**config.mk**
```make
export PLATFORM = sky130hd
export DESIGN_NAME = sbb_mean
export DESIGN_NICKNAME = d
export VERILOG_FILES = /design/src/sbb_pkg.sv /design/src/sbb_mean.sv
export SDC_FILE = /design/constraint.sdc
export NUM_CORES = 1
export LEC_CHECK = 0
export BUFFER_PORTS_ARGS = -buffer_cell sky130_fd_sc_hd__buf_2
export CORE_MARGIN = 4
export CORE_UTILIZATION = 45
export CTS_CLUSTER_SIZE = 28
export DETAILED_ROUTE_END_ITERATION = 10
export PLACE_DENSITY = 0.64
export SKIP_CTS_REPAIR_TIMING = 1
export SLEW_MARGIN = 10
export SYNTH_ARGS = -nofsm -noshare
export SYNTH_HDL_FRONTEND = slang
export SYNTH_SLANG_ARGS = --single-unit
```
**constraint.sdc**
```tcl
create_clock -name clock -period 16.8 [get_ports clock]
set_input_delay 0.84 -clock clock [delete_from_list [all_inputs] [get_ports clock]]
set_output_delay 0.84 -clock clock [all_outputs]
set_load 0.01 [all_outputs]
```
**src/sbb_pkg.sv**
```systemverilog
// Shared types, constants and reciprocal table for the separable box blur.
`timescale 1ns / 1ps
package sbb_pkg;

   localparam int REG_W       = 11;
   localparam int PIX_W       = 24;
   localparam int RECIP_W     = 19;
   localparam int RECIP_SHIFT = 18;

   localparam logic FUNC_PIXEL = 1'b0;
   localparam logic FUNC_DRAIN = 1'b1;

   localparam logic CSR_WIDTH  = 1'b0;
   localparam logic CSR_HEIGHT = 1'b1;

   localparam logic [7:0] ALPHA_OPAQUE = 8'd255;

   typedef enum logic [2:0] {
      ST_IDLE,
      ST_DREAD,
      ST_HSUM,
      ST_HDIV,
      ST_VSUM,
      ST_VDIV,
      ST_OUT
   } state_type;

   // ceil(2^18 / n): exact floor quotient for sums up to 17 * 255
   function automatic logic [RECIP_W-1:0] recip_value(input logic [4:0] n);
      logic [RECIP_W-1:0] m;
      case (n)
         5'd1:    m = 19'd262144;
         5'd2:    m = 19'd131072;
         5'd3:    m = 19'd87382;
         5'd4:    m = 19'd65536;
         5'd5:    m = 19'd52429;
         5'd6:    m = 19'd43691;
         5'd7:    m = 19'd37450;
         5'd8:    m = 19'd32768;
         5'd9:    m = 19'd29128;
         5'd10:   m = 19'd26215;
         5'd11:   m = 19'd23832;
         5'd12:   m = 19'd21846;
         5'd13:   m = 19'd20165;
         5'd14:   m = 19'd18725;
         5'd15:   m = 19'd17477;
         5'd16:   m = 19'd16384;
         5'd17:   m = 19'd15421;
         default: m = '0;
      endcase
      return m;
   endfunction

endpackage

```
**src/sbb_mean.sv**
```systemverilog
// Three-channel truncated mean: sum times reciprocal of the sample count, registered.
`timescale 1ns / 1ps
module sbb_mean #(
   parameter int WIN_DEPTH = 7
) (
   input  logic                                clock,
   input  logic                                load,
   input  logic [$clog2(WIN_DEPTH*255+1)-1:0]  sum_b,
   input  logic [$clog2(WIN_DEPTH*255+1)-1:0]  sum_g,
   input  logic [$clog2(WIN_DEPTH*255+1)-1:0]  sum_r,
   input  logic [$clog2(WIN_DEPTH+1)-1:0]      count,
   output logic [sbb_pkg::PIX_W-1:0]           mean_ff
);
   import sbb_pkg::*;

   localparam int SUMW  = $clog2(WIN_DEPTH*255+1);
   localparam int PRODW = SUMW + RECIP_W;

   logic [RECIP_W-1:0] recip;
   logic [PRODW-1:0]   prod_b, prod_g, prod_r;
   logic [PIX_W-1:0]   mean_in;

   always_comb begin
      recip   = recip_value(5'(count));
      prod_b  = PRODW'(sum_b) * PRODW'(recip);
      prod_g  = PRODW'(sum_g) * PRODW'(recip);
      prod_r  = PRODW'(sum_r) * PRODW'(recip);
      mean_in = {prod_r[RECIP_SHIFT +: 8], prod_g[RECIP_SHIFT +: 8], prod_b[RECIP_SHIFT +: 8]};
   end

   always_ff @(posedge clock) begin
      if (load) begin
         mean_ff <= mean_in;
      end
   end

endmodule

```
# Word-level counts from Yosys, hierarchy flattened
# Index checks and enable logic that the tools add are counted.
dict set report totals {
  regBits 24
  latchBits 0
  ramBits 0
  romBits 0
  in_bits 38
  output_inout_bits 24
  elab_cells 12
  mem_count 0
}
dict set report op_classes {
  add_sub_neg 0
  multipliers 3
  n_div 0
  order_cmp 0
  n_eq_ne 7
  n_shift 0
  muxes 1
  bitwise 0
  n_reduce_logical 0
}
# cell n
set op_table {}
lappend op_table {{19-bit one-hot mux with 7 select lines} 1}
lappend op_table {{11-bit by 19-bit multiplier with 26-bit output} 3}
lappend op_table {{3-bit equality test, second input constant} 4}
lappend op_table {{3-bit by 2-bit equality test with 1-bit output, second input constant} 2}
lappend op_table {{3-bit by 1-bit equality test with 1-bit output, second input constant} 1}

# Logic depth before layout (Yosys ltp)
dict set report depth {
  word_depth 3
  depth_mapped 26
  ltp_nobuf 23
}

# Worst setup path before layout
# OpenSTA, ideal clock, no wires.
dict set report synth_timing {
  path_kind {in2reg}
  from {in count[0]}
  to {reg mean_ff[22] in the netlist's numbering (data pin)}
  setup_ns 0.272
  t_arrival_ns 6.263
  required_time_ns 16.528
  slack_ns 10.265
  cell_stages 23
  path_buffers 3
  path_cell_list {buf_4 clkbuf_1 o21a_1 nor2b_1 clkbuf_1 and2_1 inv_1 fa_1 fa_1 inv_1 fa_1 fa_1 inv_1 fa_1 inv_1 ha_1 and4_1 and3_1 a21oi_1 o31ai_1 o31a_1 a21oi_1 o221ai_1}
}
dict set report synth_between {
  elab_chain_len 3
  elab_cells_between_ends 9
  cone_classes {mul: 1; eq/ne: 7; mux: 1}
}
# element line_no
set synth_lines {}
lappend synth_lines {{start: declaration} sbb_mean.sv:11} ;# input logic [$clog2(WIN_DEPTH+1)-1:0] count,
lappend synth_lines {{3-bit equality test, or another cell as far along} sbb_pkg.sv:31} ;# case (n)
lappend synth_lines {{19-bit one-hot mux with 7 select lines *} sbb_pkg.sv:31}
lappend synth_lines {{11-bit by 19-bit multiplier with 26-bit output *} sbb_mean.sv:27} ;# prod_r = PRODW'(sum_r) * PRODW'(recip);
lappend synth_lines {{via prod_r[24]} sbb_mean.sv:20} ;# logic [PRODW-1:0] prod_b, prod_g, prod_r;
lappend synth_lines {{end signal: assignment} sbb_mean.sv:33} ;# mean_ff <= mean_in;
lappend synth_lines {{end: declaration} sbb_mean.sv:12} ;# output logic [sbb_pkg::PIX_W-1:0] mean_ff
# The timed path passes the listed nets; every way through them passes the cells marked *.
# A chain may end at the register's enable or synchronous reset.

# Worst setup path after layout
# Ends and elaborated chain as after synthesis.

==> results.cfg <==
[floorplan]
dieArea_mm2 = 0.0417
fp.dieH_um = 204
coreArea_mm2 = 0.0378
pin_count = 62
initial_core_util_pct = 45.8
die_w_um = 204
row_count = 71

[synthesis]
synth_top_area_share_pct = 50.2
synth-seq-cells = 24
ys_top_cells_by_count = 580 x inv_1, 434 x fa_1, 220 x nand2_1, 148 x ha_1, 110 x and2_1
synth_fp_nets = 2511
synth_flop_cell = edfxtp_1
synth_area_leaders = fa_1 50%, inv_1 13%, ha_1 11%
post-synth-top-count-cell = inv_1
synth.avg_cell_area_um2 = 9.16
syn_inst = 1891
synth_edf_count = 24
synth.cell_area_mm2 = 0.0173
synth.distinct_cells = 67
yosysSeqAreaShare_pct = 4.16
postSynth.asyncResetShare_pct = 0
yosysWarnings = 0
synth_area_leader_cell = fa_1

[cts]
clk_pin_slew_ns = 0.09
root_buffer = clkbuf_16
cts_made_buffers = 3
cts_sinks = 24
cts-htree-levels = 1
cts_tree = built
clockBufferDepth = 2

[global_routing]
grt_pass1_wl_um = 75200
antenna_found_initial = 3
grt_max_degree = 49
busiest_layer = met2
met1_usage_pct = 32.6
grtUsageMet2_pct = 38.2
track_usage_pct = 23.4
grt_pass1_vias = 13500
grt.overflow.total = 0
grt_util_met3_pct = 4.60

[outcome]
status = complete, no violations

[routing]
routedWlPerCell_um = 19.4
drc_errors = 0
drtPass1Iterations = 6
drt-total-wl_um = 46700
vias = 12200
viasPerCell = 5.10
drtIter0Drc = 993
antenna_left = 0

[placement]
io_buffers = 61
dp_slack_ns = 8.98
gp_congestion = 0.966
hpwl_um = 39100

[hold_path]
min_path_type = in -> reg
holdPathStages = 1
min_to = mean_ff[0]$_DFFE_PP_
hold_start = load

[final_layout]
final_nets = 2512
largest-register = mean_ff
top_regs = mean_ff x24
fill_cells = 3688
drive_above_1_share_pct = 5.71
largest_register_ffs = 24
areaGrowthSynthToFinish_pct = 4.72

[setup_path]
cp_top_family = adder cells
max_stage_delay_ns = 0.85
crit_slowest_cell = and2_1
path_cells = buf_2, and2_1, buf_4, nand2_1, or2_2, fa_1, inv_1, fa_1, fa_1, fa_1, inv_1, fa_1, inv_1, ha_1, and4_1, and3_1, a21oi_1, o31ai_1, o31a_1, a21oi_1, o221ai_1
cp.buffers_inverters = 5
crit_arrival_ns = 7.65
setup.worst_path.end_class = register
crit_type = in -> reg
crit_fanout = 44
required_ns = 16.84
start_kind = input pin
cp_common_cell = fa_1

[sta]
worst_slew_pin_slew_ns = 1.10
rsz0062_at_grt = false
hold_viol = 0
setup_tns_ns = 0
fin_crit_sh_pct = 45.4
timing.final.ws_setup_ns = 9.18
relSlewSlack_pct = 26.7
fmax_ghz = 0.131
min_period_ns = 7.62
slew_viol_final = 0
setup_viol = 0

[job]
drv_cap = 0

[power_and_ir_drop]
power_density_mw_per_mm2 = 82.1
peakVddDrop_uv = 83.3
leakagePower_uw = 0.0101
through the flow:
stage               total power, µW  hold WS (ns)  cells  util, %  cell area [µm²]
finish                         1490          1.15   2403     47.9            18100
CTS                            1500          1.20   2402     47.9            18100
floorplan                      1080         0.952   1891        -            17300
global route                   1700          1.23   2403     47.9            18100
global placement               1390          1.25   2398     47.7            18100
detailed placement             1420          1.25   2398     47.7            18100
report_power, final:
part           internal (µW)  switching, µW
Sequential               122           6.47
Clock                   32.5           34.8
Combinational            541            753
cells in the final DEF (no fill, tap or decap), drive strengths merged, types with 4 or more instances in the layout:
cell	instances
inv	581
fa	434
nand2	220
ha	148
and2	110
buf	72
and3	39
o21ai	35
nor2	25
a21oi	25
xnor2	25
edfxtp	24
or2	13
xor2	13
nor2b	11
nand3	9
o21a	8
nand2b	8
nor3	8
a21o	7
a211oi	6
a31oi	6
o211ai	6
nor4	5
nor3b	4
per-layer routing:
layer	wire length, µm	part of all wire, %
met2	22100	47
met1	19700	42
met3	3690	7.9
met5	20	0.043
met4	1110	2.4
cell families after synthesis:
logic type	after synthesis	share of synthesized area, %
compound gates	121	4.79
xor+xnor	40	2.18
fa+ha+maj	582	60.8
buf+inv	657	14.4
flops	24	4.16
mux	3	0.181
simple gates	464	13.5
worst max-delay path by stage:
stage / cells past startpoint / endpoint / start / slack (ns)
2_1_floorplan: 23 / mean_ff[22]$_DFFE_PP_ / count[0] / 10.26
3_3_place_gp: 21 / mean_ff[22]$_DFFE_PP_ / count[0] / 9.03
3_5_place_dp: 21 / mean_ff[22]$_DFFE_PP_ / count[0] / 8.98
4_1_cts: 23 / mean_ff[15]$_DFFE_PP_ / count[0] / 9.29
5_1_grt: 23 / mean_ff[15]$_DFFE_PP_ / count[0] / 8.77
6_report: 21 / mean_ff[22]$_DFFE_PP_ / count[0] / 9.18
cell type report:
type,count,area (µm²),share of cell area [%]
antenna,1,2.50,0.0138
clock buffer,3,75.1,0.414
clock inverter,1,3.75,0.0207
inverter,581,2180,12.0
multi-input combinational,1210,14100,77.9
sequential,24,721,3.97
tap,511,639,3.52
timing repair buffer,72,388,2.14
(Power assumes the default switching activity.)
